## config.mk

```make
export PLATFORM = sky130hd
export DESIGN_NAME = tftp_write_receiver_top
export DESIGN_NICKNAME = d
export VERILOG_FILES = /design/src/tftp_wr_pkg.sv /design/src/tftp_wr_core.sv /design/src/tftp_wr_queue.sv /design/src/tftp_write_receiver_top.sv
export SDC_FILE = /design/constraint.sdc
export NUM_CORES = 1
export LEC_CHECK = 0
export BUFFER_PORTS_ARGS = -buffer_cell sky130_fd_sc_hd__clkbuf_2
export CORE_MARGIN = 1
export CORE_UTILIZATION = 40
export DETAILED_ROUTE_END_ITERATION = 12
export MAX_ROUTING_LAYER = met4
export PLACE_DENSITY = 0.53
export SYNTH_ARGS = -nofsm -noshare
export SYNTH_HDL_FRONTEND = slang
export SYNTH_HIERARCHICAL = 1
export SYNTH_SLANG_ARGS = --single-unit
export TNS_END_PERCENT = 30
```

## constraint.sdc

```tcl
create_clock -name clk_i -period 8.1 [get_ports clk_i]
set_clock_uncertainty 0.15 [all_clocks]
set_input_delay 0.405 -clock clk_i [delete_from_list [all_inputs] [get_ports clk_i]]
set_output_delay 0.405 -clock clk_i [all_outputs]
set_load 0.01 [all_outputs]
```

## src/tftp_wr_pkg.sv

```systemverilog
package tftp_wr_pkg;

  // Payload length of a full DATA packet
  localparam int BLOCK_SIZE = 512;

  // Byte position counts header and payload, saturating at BLOCK_SIZE + 4
  localparam int POS_W = $clog2(BLOCK_SIZE + 5);
  localparam logic [POS_W-1:0] BLK_SZ = POS_W'(BLOCK_SIZE);
  localparam logic [POS_W-1:0] POS_MAX = POS_W'(BLOCK_SIZE + 4);

  // Result queue geometry
  localparam int QDEPTH = 8;
  localparam int QPTR_W = $clog2(QDEPTH);
  localparam int QCNT_W = $clog2(QDEPTH + 1);
  localparam int MAX_RES = 3;

  // Opcodes and characters
  localparam logic [15:0] OP_DATA = 16'd3;
  localparam logic [15:0] OP_ERROR = 16'd5;
  localparam logic [7:0] CH_CR = 8'h0D;
  localparam logic [7:0] CH_LF = 8'h0A;
  localparam logic [7:0] CH_NUL = 8'h00;

  // Error codes
  localparam logic [2:0] ERR_UNDEF = 3'd0;
  localparam logic [2:0] ERR_ILLEGAL = 3'd4;

  typedef enum logic [1:0] {
    ACT_BYTE    = 2'd0,
    ACT_TIMEOUT = 2'd1,
    ACT_START   = 2'd2
  } action_e;

  typedef enum logic [1:0] {
    KIND_FILE  = 2'd0,
    KIND_ACK   = 2'd1,
    KIND_ERROR = 2'd2
  } kind_e;

  typedef enum logic [2:0] {
    PH_IDLE   = 3'b001,
    PH_AWAIT  = 3'b010,
    PH_PACKET = 3'b100
  } phase_e;

  typedef struct packed {
    logic [1:0]  kind;
    logic [7:0]  file_byte;
    logic [15:0] block_number;
    logic [2:0]  error_code;
    logic        transfer_done;
    logic        last_result;
  } result_t;

  // Group of results produced by one accepted item
  typedef struct packed {
    logic [1:0]          cnt;
    result_t [MAX_RES-1:0] ent;
  } push_t;

endpackage

```

## src/tftp_wr_core.sv

```systemverilog
module tftp_wr_core
  import tftp_wr_pkg::*;
(
  input  logic       clk_i,
  input  logic       rst_ni,
  input  logic       accept_i,
  input  logic [1:0] action_i,
  input  logic [7:0] data_byte_i,
  input  logic       first_byte_i,
  input  logic       last_byte_i,
  input  logic       netascii_mode_i,
  output push_t      push_o
);

  phase_e            phase_q, phase_d;
  logic [POS_W-1:0]  pos_q, pos_d;
  logic [15:0]       op_q, op_d;
  logic [15:0]       rblk_q, rblk_d;
  logic [15:0]       exp_q, exp_d;
  logic [15:0]       lack_q, lack_d;
  logic              nasc_q, nasc_d;
  logic              cr_q, cr_d;

  // Per-item scratch values
  logic [POS_W-1:0]  pos;
  logic [POS_W-1:0]  pidx;
  logic [15:0]       op_cur;
  logic [15:0]       rblk_new;
  logic              cr_cur;
  logic              final_b;
  logic [7:0]        pb0, pb1;
  logic [1:0]        pn;
  logic              tv;
  result_t           trl;
  push_t             push;

  // Next-state and result generation for one item
  always_comb begin
    phase_d  = phase_q;
    pos_d    = pos_q;
    op_d     = op_q;
    rblk_d   = rblk_q;
    exp_d    = exp_q;
    lack_d   = lack_q;
    nasc_d   = nasc_q;
    cr_d     = cr_q;
    pos      = pos_q;
    pidx     = pos_q - POS_W'(4);
    op_cur   = op_q;
    rblk_new = {rblk_q[7:0], data_byte_i};
    cr_cur   = cr_q;
    final_b  = 1'b0;
    pb0      = '0;
    pb1      = '0;
    pn       = 2'd0;
    tv       = 1'b0;
    trl      = '0;

    case (action_i)
      ACT_START: begin
        nasc_d  = netascii_mode_i;
        exp_d   = 16'd1;
        lack_d  = 16'd0;
        pos_d   = '0;
        op_d    = '0;
        rblk_d  = '0;
        cr_d    = 1'b0;
        phase_d = PH_AWAIT;
        tv      = 1'b1;
        trl.kind = KIND_ACK;
      end
      ACT_TIMEOUT: begin
        if (phase_q != PH_IDLE) begin
          phase_d  = PH_AWAIT;
          cr_d     = 1'b0;
          pos_d    = '0;
          tv       = 1'b1;
          trl.kind = KIND_ACK;
          trl.block_number = lack_q;
        end
      end
      ACT_BYTE: begin
        if (phase_q != PH_IDLE && (first_byte_i || phase_q == PH_PACKET)) begin
          if (first_byte_i) begin
            pos    = '0;
            op_cur = '0;
            cr_cur = 1'b0;
            rblk_new = {8'h00, data_byte_i};
            op_d   = '0;
            rblk_d = '0;
            cr_d   = 1'b0;
          end
          phase_d = PH_PACKET;
          pidx    = pos - POS_W'(4);
          if (pos < POS_W'(4)) begin
            // Header bytes: opcode then block number, big-endian
            if (pos < POS_W'(2)) op_d = {op_cur[7:0], data_byte_i};
            else rblk_d = rblk_new;
            pos_d = pos + POS_W'(1);
            if (pos == POS_W'(3)) begin
              if (op_cur == OP_ERROR) begin
                phase_d = PH_IDLE;
              end else if (op_cur != OP_DATA) begin
                tv = 1'b1;
                trl.kind = KIND_ERROR;
                trl.error_code = ERR_ILLEGAL;
                trl.transfer_done = 1'b1;
                phase_d = PH_IDLE;
                cr_d = 1'b0;
              end else if (rblk_new != exp_q) begin
                tv = 1'b1;
                trl.kind = KIND_ERROR;
                trl.error_code = ERR_UNDEF;
                trl.transfer_done = 1'b1;
                phase_d = PH_IDLE;
                cr_d = 1'b0;
              end else if (last_byte_i) begin
                // Empty payload: final ACK
                tv = 1'b1;
                trl.kind = KIND_ACK;
                trl.block_number = exp_q;
                trl.transfer_done = 1'b1;
                lack_d = exp_q;
                cr_d = 1'b0;
                phase_d = PH_IDLE;
              end
            end else if (last_byte_i) begin
              // Packet ended inside the header
              tv = 1'b1;
              trl.kind = KIND_ERROR;
              trl.error_code = ERR_ILLEGAL;
              trl.transfer_done = 1'b1;
              phase_d = PH_IDLE;
              cr_d = 1'b0;
            end
          end else begin
            // Payload byte, dropped past the block size
            if (pidx < BLK_SZ) begin
              final_b = last_byte_i || (pidx == BLK_SZ - POS_W'(1));
              if (!nasc_q) begin
                pb0 = data_byte_i;
                pn  = 2'd1;
              end else if (cr_cur && data_byte_i == CH_LF) begin
                cr_d = 1'b0;
                pb0  = CH_LF;
                pn   = 2'd1;
              end else if (cr_cur && data_byte_i == CH_NUL) begin
                cr_d = 1'b0;
                pb0  = CH_CR;
                pn   = 2'd1;
              end else begin
                // Held CR flushes ahead of this byte
                cr_d = 1'b0;
                if (data_byte_i == CH_CR) begin
                  if (final_b) begin
                    if (cr_cur) begin
                      pb0 = CH_CR;
                      pb1 = CH_CR;
                      pn  = 2'd2;
                    end else begin
                      pb0 = CH_CR;
                      pn  = 2'd1;
                    end
                  end else begin
                    cr_d = 1'b1;
                    if (cr_cur) begin
                      pb0 = CH_CR;
                      pn  = 2'd1;
                    end
                  end
                end else if (cr_cur) begin
                  pb0 = CH_CR;
                  pb1 = data_byte_i;
                  pn  = 2'd2;
                end else begin
                  pb0 = data_byte_i;
                  pn  = 2'd1;
                end
              end
            end
            if (pos < POS_MAX) pos_d = pos + POS_W'(1);
            if (last_byte_i) begin
              tv = 1'b1;
              trl.kind = KIND_ACK;
              trl.block_number = exp_q;
              lack_d = exp_q;
              cr_d = 1'b0;
              if (pidx >= BLK_SZ - POS_W'(1)) begin
                exp_d   = exp_q + 16'd1;
                phase_d = PH_AWAIT;
              end else begin
                trl.transfer_done = 1'b1;
                phase_d = PH_IDLE;
              end
            end
          end
        end
      end
      default: begin
      end
    endcase
  end

  // Pack file bytes ahead of the trailing ACK or ERROR
  always_comb begin
    push     = '0;
    push.cnt = pn + {1'b0, tv};
    case (pn)
      2'd2: begin
        push.ent[0].file_byte = pb0;
        push.ent[1].file_byte = pb1;
        push.ent[2] = trl;
      end
      2'd1: begin
        push.ent[0].file_byte = pb0;
        push.ent[1] = trl;
      end
      default: begin
        push.ent[0] = trl;
      end
    endcase
    case (push.cnt)
      2'd1: push.ent[0].last_result = 1'b1;
      2'd2: push.ent[1].last_result = 1'b1;
      2'd3: push.ent[2].last_result = 1'b1;
      default: begin
      end
    endcase
    if (!accept_i) push.cnt = 2'd0;
  end

  assign push_o = push;

  // State registers
  always_ff @(posedge clk_i or negedge rst_ni) begin
    if (!rst_ni) begin
      phase_q <= PH_IDLE;
      pos_q   <= '0;
      op_q    <= '0;
      rblk_q  <= '0;
      exp_q   <= 16'd1;
      lack_q  <= '0;
      nasc_q  <= 1'b0;
      cr_q    <= 1'b0;
    end else if (accept_i) begin
      phase_q <= phase_d;
      pos_q   <= pos_d;
      op_q    <= op_d;
      rblk_q  <= rblk_d;
      exp_q   <= exp_d;
      lack_q  <= lack_d;
      nasc_q  <= nasc_d;
      cr_q    <= cr_d;
    end
  end

endmodule

```

## src/tftp_wr_queue.sv

```systemverilog
module tftp_wr_queue
  import tftp_wr_pkg::*;
(
  input  logic    clk_i,
  input  logic    rst_ni,
  input  push_t   push_i,
  output logic    full_o,
  output logic    out_valid_o,
  input  logic    out_stall_i,
  output result_t head_o
);

  result_t           mem_q [QDEPTH];
  logic [QPTR_W-1:0] wr_q, rd_q;
  logic [QCNT_W-1:0] cnt_q;
  logic              pop;

  // Room for a full group of results is required before a transfer
  assign full_o      = cnt_q > QCNT_W'(QDEPTH - MAX_RES);
  assign out_valid_o = cnt_q != '0;
  assign pop         = out_valid_o && !out_stall_i;
  assign head_o      = mem_q[rd_q];

  // Group write into consecutive slots
  always_ff @(posedge clk_i) begin
    for (int i = 0; i < MAX_RES; i++) begin
      if (2'(i) < push_i.cnt) mem_q[wr_q + QPTR_W'(i)] <= push_i.ent[i];
    end
  end

  // Pointers and occupancy
  always_ff @(posedge clk_i or negedge rst_ni) begin
    if (!rst_ni) begin
      wr_q  <= '0;
      rd_q  <= '0;
      cnt_q <= '0;
    end else begin
      wr_q  <= wr_q + QPTR_W'(push_i.cnt);
      if (pop) rd_q <= rd_q + QPTR_W'(1);
      cnt_q <= cnt_q + QCNT_W'(push_i.cnt) - QCNT_W'(pop);
    end
  end

endmodule

```

## src/tftp_write_receiver_top.sv

```systemverilog
// TFTP write-transfer receiver, netascii capable.
// Input channel (in_valid_i / in_stall_o) carries one item per transfer:
// a start command, a receive timeout or one packet byte with first/last marks.
// Output channel (out_valid_o / out_stall_i) carries result items: file bytes,
// ACK requests and ERROR requests, with last_result_o on the final result of
// each input item and transfer_done_o on the result that ends the transfer.
// With the result queue empty, the first result of an item is visible in the
// cycle after its transfer; otherwise it waits behind older results.
// Throughput: one input item per cycle while items yield at most one result
// each and the output is taken every cycle; an item may yield up to three
// results, drained one per cycle while out_stall_i is low from an eight-entry result queue.
// in_stall_o rises when fewer than three queue slots are free, so a stalled
// receiver holds back the input after the queue fills; no result is ever
// dropped.
// Reset: asynchronous, active low; the block goes idle with the queue empty,
// expected block 1 and last acknowledged block 0.
module tftp_write_receiver_top
  import tftp_wr_pkg::*;
(
  input  logic        clk_i,
  input  logic        rst_ni,
  input  logic        in_valid_i,
  output logic        in_stall_o,
  input  logic [1:0]  action_i,
  input  logic [7:0]  data_byte_i,
  input  logic        first_byte_i,
  input  logic        last_byte_i,
  input  logic        netascii_mode_i,
  output logic        out_valid_o,
  input  logic        out_stall_i,
  output logic [1:0]  result_kind_o,
  output logic [7:0]  file_byte_o,
  output logic [15:0] block_number_o,
  output logic [2:0]  error_code_o,
  output logic        transfer_done_o,
  output logic        last_result_o
);

  logic    full;
  logic    accept;
  push_t   push;
  result_t head;

  assign in_stall_o = full;
  assign accept     = in_valid_i && !full;

  tftp_wr_core u_core (
    .clk_i           (clk_i),
    .rst_ni          (rst_ni),
    .accept_i        (accept),
    .action_i        (action_i),
    .data_byte_i     (data_byte_i),
    .first_byte_i    (first_byte_i),
    .last_byte_i     (last_byte_i),
    .netascii_mode_i (netascii_mode_i),
    .push_o          (push)
  );

  tftp_wr_queue u_queue (
    .clk_i       (clk_i),
    .rst_ni      (rst_ni),
    .push_i      (push),
    .full_o      (full),
    .out_valid_o (out_valid_o),
    .out_stall_i (out_stall_i),
    .head_o      (head)
  );

  assign result_kind_o   = head.kind;
  assign file_byte_o     = head.file_byte;
  assign block_number_o  = head.block_number;
  assign error_code_o    = head.error_code;
  assign transfer_done_o = head.transfer_done;
  assign last_result_o   = head.last_result;

endmodule
```

==> results summary, run 1 <==
The run finished with clean final reports. The clock tree from TritonCTS is done. Of the total synthesized cell area, the portion taken by AND, OR, NAND and NOR gates is 0.222. The region available for standard cell placement spans 55500 um2. The worst setup path is of the reg2reg kind. The clock group share of total power is 0.275. The dominant cell type by count on the critical path is sky130_fd_sc_hd__buf_4. The top-level port count came out at 50.

The area occupied by multi-input gates is 11900 um2. The clock latency at the later pin of the worst-skew pair is 0.57 ns. The number of distinct standard cells referenced by the synthesized netlist is 87.

The count of state elements after synthesis is 329. The slew at the pin with the worst max-slew slack came out at 1.28 ns. The fraction of the mapped netlist area in compound gates came out at 0.189.

The delay of the slowest cell on the worst path came out at 0.70 ns. The count of H-tree levels built during CTS came out at 2. The area of all sequential standard cells came out at 9490 um2. The sum of buffers and inverters on the critical path came out at 3. The total clock buffers created by CTS is 42. The summed instance area of the synthesized netlist came out at 22700 um2. The maximum number of pins on one net before global-route repair is 253. The worst voltage drop across the vdd grid is 0.457 mV. For this run, the leading register cell type out of synthesis is sky130_fd_sc_hd__edfxtp_1. The kind of capture point of the worst setup path is a register.

The via count of the first global-routing pass came out at 19574. The hold violation total from the final report came to 0. The vias after detailed routing came out at 20737. The horizontal die dimension came out at 240 um. In the final layout, the share of cells above drive strength 1 is 0.126.

The combinational family with the most area after synthesis is simple AND/OR/NAND/NOR gates. The synthesized design spends more area on one cell type than any other, namely sky130_fd_sc_hd__edfxtp_1. The detailed-routing iteration count for the pre-antenna-repair pass came out at 8. The number of enable flip-flop cells after synthesis came out at 248. The total congestion overflow came out at 0. In the post-synthesis netlist, the cell with the most instances is sky130_fd_sc_hd__nand2_1. The power density over the cells is 284 nW/um2. The global-route wire length before repair is 123000 um. The number of antenna diodes in the final layout is 0. The critical path goes through xnor2_1, nand2_1, a2111oi_4, nand3_1, a22oi_1, nand2_1, ha_1, xor2_1, nor2b_4, buf_4, or3b_2, buf_4, o22ai_4, buf_4. The largest buffer count on any clock path came out at 3. The count of antenna-violating nets left after detailed routing is 0. The count of port buffers added during placement is 49. Clock-pin slew was measured on the worst setup and hold paths at 0.06 ns.

The number of clock sinks came out at 329. The initial standard-cell utilization of the core is 0.408. The number of gates resized after CTS came out at 0. After layout, the design draws a total of 0.00694 W. The relative area change from synthesis to final layout came out at 7.84%. The peak clock frequency supported by timing came out at 168 MHz. For this design the total switching power over the nets is 0.00302 W. In the synthesized netlist, the cells that appear most often are 299 x sky130_fd_sc_hd__nand2_1, 287 x sky130_fd_sc_hd__o21ai_0, 258 x sky130_fd_sc_hd__nor3_1. The initial antenna violation count came out at 1. The count of mapped cells out of synthesis came out at 2463. The area enclosed by the die boundary is 57600 um2. Of the total power, the share spent switching nets is 0.435. The combined global-route utilization of all metal layers is 0.293.

The part of the total power dissipated in combinational logic came out at 0.419. The detail-routed via count per cell came out at 6.74. During synthesis, Yosys emitted a total of 6 warnings.

The fraction of power consumed by sequential logic came out at 0.306. The mux share of post-synthesis cell area came out at 0.0784. The path class of the tightest hold or removal check is in2reg.

The fraction of registers with async set or reset after synthesis is 0.246. The number of DRC markers after the initial detailed-route iteration came out at 2574. Of the total synthesized cell area, the portion taken by XOR and XNOR cells is 0.0135. The worst endpoint required time is 8.15 ns. The placer congestion estimate came out at 0.876. The worst pin sits at a relative slew slack of 0.148. The final layout contains routed wiring with a total length of 82500 um. The layout has 5336 filler cells. In the routed design, unresolved DRC markers number 0. The share of the Yosys chip area taken by registers is 0.418. Of the post-synthesis cell area, the dominant cell type holds 0.328.

The die is 240 um tall. The clock tree root driver cell is sky130_fd_sc_hd__clkbuf_16. The per-cell routed wire length came out at 26.8 um. The max-slew violation count came to 0. Of the total synthesized cell area, the portion taken by full adders, half adders and majority gates is 0.0116. The final period utilization is 0.735. The net count of the finished layout is 2334. Data on the critical path arrives at its endpoint at 6.00 ns. The slowest cell on the critical path is sky130_fd_sc_hd__dfrtp_1. For this design the static power due to leakage is 7.82 nW.

The total negative slack for setup checks came out at 0 ns. The average size of a mapped cell came out at 9.21 um2. In this run the worst path has a maximum fanout of 87. The HPWL reported at the end of detailed placement came out at 47000 um.

The dominant delay contributor by cell family on the critical path is buffers and inverters. Setup repair after global routing left no endpoint under its margin. By area the synthesized netlist is led by sky130_fd_sc_hd__edfxtp_1 33%, sky130_fd_sc_hd__dfrtp_1 8.7%, sky130_fd_sc_hd__a31oi_1 7.0%. STA classifies the critical path startpoint as a register. The number of setup violations in the final report came out at 0.

The internal power is 0.00392 W. After layout, the minimum clock period comes to 5.95 ns. The standard-cell row count is 86. The flop-to-flop setup slack is 2.15 ns. The number of violations of the max-capacitance limit came out at 0.
-- logic make-up (layout without fill, tap and decap cells) --
family	Yosys count	count (layout)
fa+ha+maj	20	20
other cells	1	14
flops	329	329
simple gates	931	931
xor+xnor	32	32
buf+inv	350	204
compound gates	704	704
mux	96	96
-- worst paths after layout --
kind                                   start                    to  depth (start not counted)
max in group asynchronous             rst_ni       u_queue/rd_q[0]                          3
setup reg to reg             u_core/exp_q[4]  u_queue/mem_q[1][13]                         14
hold reg to reg            u_core/lack_q[11]     u_core/lack_q[11]                          1
setup / recovery             u_core/exp_q[4]  u_queue/mem_q[1][13]                         14
hold / removal                data_byte_i[0]        u_core/op_q[0]                          2
min in group asynchronous             rst_ni       u_core/exp_q[9]                          2
-- layer usage --
metal	track usage	part of all wire	vias up
met5	-	0	-
met4	0.105	0.030	0
met3	0.0449	0.093	182
met2	0.464	0.48	1241
met1	0.381	0.40	10262
li1	-	-	9052
-- sequential cells by signal, summed over array words and instances (netlist names) --
register / cells
u_core/cr_q: 1
u_core/pos_q: 10
u_queue/wr_q: 3
u_queue/cnt_q: 4
u_core/nasc_q: 1
u_queue/mem_q: 248
u_queue/rd_q: 3
u_core/exp_q: 16
u_core/op_q: 16
u_core/phase_q: 3
u_core/rblk_q: 8
u_core/lack_q: 16
-- layout make-up --
class / instances / share of cell area
multi-input cells: 1797 / 0.486
repair buffers: 100 / 0.0271
flip-flops and latches: 329 / 0.388
well taps: 748 / 0.0383
clock buffers: 64 / 0.0510
clock inverters: 12 / 0.00553
inverters: 28 / 0.00430
-- stage by stage --
step	cell area [um2]	setup slack, ns	utilization	cells	hold slack, ns
after global routing	24500	1.98	0.440	3078	0.129
after detailed placement	23000	1.89	0.415	2999	0.254
final	24500	2.15	0.440	3078	0.125
after global placement	23000	1.95	0.415	2999	0.252
after floorplan	22700	1.70	-	2476	-0.0406
after CTS	24500	2.29	0.440	3078	0.0956
-- worst register-to-register path, cell delays in order (launching register included) --
cell and delay [ns]:
sky130_fd_sc_hd__dfrtp_1 0.70, sky130_fd_sc_hd__xnor2_1 0.20, sky130_fd_sc_hd__nand2_1 0.12, sky130_fd_sc_hd__a2111oi_4 0.43
sky130_fd_sc_hd__nand3_1 0.23, sky130_fd_sc_hd__a22oi_1 0.46, sky130_fd_sc_hd__nand2_1 0.14, sky130_fd_sc_hd__ha_1 0.22
sky130_fd_sc_hd__xor2_1 0.22, sky130_fd_sc_hd__nor2b_4 0.16, sky130_fd_sc_hd__buf_4 0.68, sky130_fd_sc_hd__or3b_2 0.56
sky130_fd_sc_hd__buf_4 0.42, sky130_fd_sc_hd__o22ai_4 0.27, sky130_fd_sc_hd__buf_4 0.59
-- power by group through the flow --
stage | Clock, W | Combinational, W | Sequential, W
after floorplan | 0 | 0.00211 | 0.00202
after global placement | 0 | 0.00282 | 0.00216
after detailed placement | 0 | 0.00285 | 0.00216
after CTS | 0.00194 | 0.00285 | 0.00213
after global routing | 0.00200 | 0.00304 | 0.00215
final | 0.00191 | 0.00291 | 0.00212
-- layout by cell type, fill, tap and decap left out, types with 6 or more instances in the layout --
cell and count:
sky130_fd_sc_hd__a21oi_1 16, sky130_fd_sc_hd__clkbuf_8 7, sky130_fd_sc_hd__ha_1 16, sky130_fd_sc_hd__o21ai_1 35, sky130_fd_sc_hd__edfxtp_1 248, sky130_fd_sc_hd__buf_4 47, sky130_fd_sc_hd__o31ai_1 9, sky130_fd_sc_hd__a211oi_1 17
sky130_fd_sc_hd__nor4bb_1 33, sky130_fd_sc_hd__and4b_1 62, sky130_fd_sc_hd__nor2_1 93, sky130_fd_sc_hd__nor3b_1 7, sky130_fd_sc_hd__clkbuf_16 44, sky130_fd_sc_hd__or2_1 9, sky130_fd_sc_hd__mux2_2 33, sky130_fd_sc_hd__nor3_1 258
sky130_fd_sc_hd__inv_1 28, sky130_fd_sc_hd__mux4_2 62, sky130_fd_sc_hd__nor2b_1 10, sky130_fd_sc_hd__a31oi_1 253, sky130_fd_sc_hd__o21ai_0 286, sky130_fd_sc_hd__nand3_1 22, sky130_fd_sc_hd__conb_1 14, sky130_fd_sc_hd__clkbuf_2 48
sky130_fd_sc_hd__dfrtp_1 75, sky130_fd_sc_hd__and2_1 33, sky130_fd_sc_hd__a22o_1 43, sky130_fd_sc_hd__clkbuf_1 13, sky130_fd_sc_hd__and3_1 11, sky130_fd_sc_hd__nand2_1 298, sky130_fd_sc_hd__o22ai_4 6, sky130_fd_sc_hd__nor4_1 8
sky130_fd_sc_hd__xnor2_1 19, sky130_fd_sc_hd__xor2_1 11, sky130_fd_sc_hd__nand4_1 18, sky130_fd_sc_hd__and4_1 34
-- timing repair --
action / 4_1_cts / 5_1_grt
endpoints found under the hold margin: 34 / 0
hold buffers: 3 / 0
buffers inserted: 0 / 0
(Power assumes the default switching activity.)
==> inputs of run 2 (changes only) <==
Settings changed: PLACE_DENSITY 0.53 to 0.55.
Clock period 8.1 ns to 5.2 ns, I/O delays scaled along.
==> results summary, run 2 (same netlist as run 1, synthesis figures left out) <==
The run finished with clean final reports. The global-route wire length before repair came out at 125000 um (+0.92%). The highest signal layer in the routed design is met4. The hold violation total from the final report was 0 (unchanged). The path class of the tightest hold or removal check is in2reg. The share of final-layout standard cells stronger than drive strength 1 came out at 0.143 (+0.0165). The relative area change from synthesis to final layout came out at 9.82%. The worst voltage drop across the vdd grid is 0.802 mV (+76%). The vias after detailed routing is 20832 (+0.46%).

The total negative slack for setup checks is 0 ns (unchanged). The total congestion overflow is 0 (unchanged). The total power consumption of the routed design is 0.0107 W (+54%).

STA classifies the critical path startpoint as a register. The peak clock frequency supported by timing is 210 MHz (+25%). The standard-cell row count is 86 (unchanged). The count of H-tree levels built during CTS is 2 (unchanged). The horizontal die dimension came out at 240 um (unchanged). Ranked by flip-flop count, first place goes to u_queue/mem_q. The per-cell routed wire length is 26.5 um (-1.3%). The largest driver fanout on the critical path is 76 (-13%). The final critical delay including setup and external delays is 4.77 ns (-1.19 ns). The worst setup path is captured at a register. The beginning of the worst hold path is data_byte_i[5]. The initial antenna violation count is 2 (+1). The post-route met1 wirelength came out at 32900 um (-0.51%).

The power density over the cells is 429 nW/um2 (+51%). The path with the worst hold slack has its endpoint at u_core/op_q[5]. The clock tree from TritonCTS is done. The wire length on met3 was 8220 um (+6.7%). The total setup buffers inserted after CTS is 0 (unchanged). The count of port buffers added during placement is 49 (unchanged). Traced cell by cell, the critical path runs through xnor2_1, nand4_1, a2111oi_4, nand3_1, a22oi_1, nand2_1, ha_1, xor2_1, nor2b_4, buf_12, nand3_4, buf_4, or2_1, buf_4, a31oi_1. The clock input transition at the sequential cells of the worst setup and hold paths is 0.06 ns (about the same). The total clock buffers created by CTS is 40 (-4.8%). The root buffer cell chosen for the clock tree is sky130_fd_sc_hd__clkbuf_16. The number of DRC markers after the initial detailed-route iteration came to 2520 (-2.1%).

The number of clock sinks is 329 (unchanged). The flop-to-flop setup slack is 0.43 ns (-1.71 ns). The routed wire length was 82900 um (+0.45%).

The number of setup violations in the final report came out at 0 (unchanged). The worst max-slew margin expressed relative to the limit is 0.169 (+0.0214). The area occupied by multi-input gates came out at 11900 um2 (unchanged). The slew at the pin with the worst max-slew slack is 1.24 ns (-0.0367 ns).

The placed cell area came out at 23500 um2 (+2.1%). The initial standard-cell utilization of the core is 0.408 (unchanged). The filler-free cell count of the finished design came out at 3131 (+1.7%). The count of antenna-violating nets left after detailed routing is 0 (unchanged).

The detailed-routing iteration count for the pre-antenna-repair pass came out at 6 (-2). The worst hold path cell count came out at 3 (+1). The design area came out at 24900 um2 (+1.8%). The delay of the slowest cell on the worst path came out at 0.57 ns (-0.13 ns). The flip-flop count of the largest register, all copies and words added came out at 248 (unchanged). The detailed-routed wire length on met2 came out at 38000 um (-3.3%). In this run the critical register-to-register path is launched from u_core/exp_q[2]. The area of all sequential standard cells came to 9490 um2 (unchanged). The largest buffer count on any clock path came out at 3 (unchanged). The final period utilization was 0.916 (+0.182). For this design, the slowest cell found on the critical path is sky130_fd_sc_hd__dfrtp_1.

The worst hold margin was 0.0212 ns (-0.104 ns). The clock latency at the later pin of the worst-skew pair came to 0.58 ns (about the same). The number of fill cells is 5287 (-0.92%). The detailed-route DRC error count came to 0 (unchanged). The total core area came out at 55500 um2 (unchanged). The maximum number of pins on one net before global-route repair is 253 (unchanged). The worst endpoint required time came out at 5.35 ns (-2.80 ns). The worst register-to-register path ends at u_queue/mem_q[7][5].

The signal arrival time at the worst endpoint came to 4.91 ns (-1.09 ns). Setup repair after global routing left no endpoint under its margin. The number of violations of the max-capacitance limit came out at 0 (unchanged). The cell that appears most often on the critical path is sky130_fd_sc_hd__buf_4. The detail-routed via count per cell is 6.65 (-1.2%). The via count of the first global-routing pass is 19842 (+1.4%). The combined global-route utilization of all metal layers was 0.295 (+0.00135). The HPWL reported at the end of detailed placement came out at 50100 um (+6.7%). The antenna cell count came out at 0 (unchanged). The max-slew violation count came out at 0 (unchanged). The startpoint-to-endpoint class of the critical path is reg2reg.

The most common library cell in the layout ignoring fill and taps is sky130_fd_sc_hd__nand2_1. The top-level port count came to 50 (unchanged). The net count of the finished layout is 2389 (+2.4%). Leaving out fill and tap cells, the most frequent cells in the layout are 298 x sky130_fd_sc_hd__nand2_1, 286 x sky130_fd_sc_hd__o21ai_0, 258 x sky130_fd_sc_hd__nor3_1. The depth of the worst register-to-register path is 15 (+1). The number of cells after detailed placement came to 3048 (+1.6%). The die span in y came out at 240 um (unchanged). The area enclosed by the die boundary came to 57600 um2 (unchanged). The cell leakage power is 8.07 nW (+3.1%).

The placer congestion estimate is 0.896 (+2.4%).
## run 2: through the flow
| stage | utilization | setup WS [ns] |
|---|---|---|
| after global placement | 0.424 | 0.583 |
| after floorplan | - | -0.455 |
| after global routing | 0.448 | 0.153 |
| after CTS | 0.448 | 0.531 |
| final | 0.448 | 0.435 |
| after detailed placement | 0.424 | 0.471 |
## run 2: critical path, delay by kind of cell (launching register included)
family | cells | cell delay [ns]
flip-flops | 1 | 0.57
buffers and inverters | 3 | 0.97
XOR/XNOR | 2 | 0.67
adder cells (fa/ha/maj) | 1 | 0.21
AO/OA/AOI/OAI | 3 | 0.89
AND/OR/NAND/NOR | 6 | 0.99
## run 2: worst max-delay path by stage
stage	start	to
global route	u_core/exp_q[2]	u_queue/mem_q[7][5]
global placement	first_byte_i	u_queue/mem_q[7][26]
detailed placement	first_byte_i	u_queue/mem_q[7][19]
floorplan	first_byte_i	u_queue/mem_q[4][0]
finish	u_core/exp_q[2]	u_queue/mem_q[7][5]
CTS	u_core/exp_q[9]	u_queue/mem_q[7][25]
## run 2: final cells by class
type / count / area share
clock buffers: 51 / 0.0435
well taps: 748 / 0.0376
inverters: 28 / 0.00422
clock inverters: 21 / 0.00658
repair buffers: 157 / 0.0500
flip-flops and latches: 329 / 0.381
multi-input cells: 1797 / 0.477
## run 2: per-layer routing
metal,global-route usage,up-vias
li1,-,9120
met1,0.386,10182
met2,0.448,1282
met3,0.0448,248
met4,0.138,0
met5,-,-
## run 2: where the power goes
part	total [W]	switching (W)	internal [W]
registers	0.00330	0.000277	0.00302
clock network	0.00275	0.00118	0.00157
logic	0.00464	0.00327	0.00137
## run 2: what timing repair did
item,4_1_cts,5_1_grt
gates resized for setup,0,0
hold buffers,11,0
hold endpoints to repair,39,0
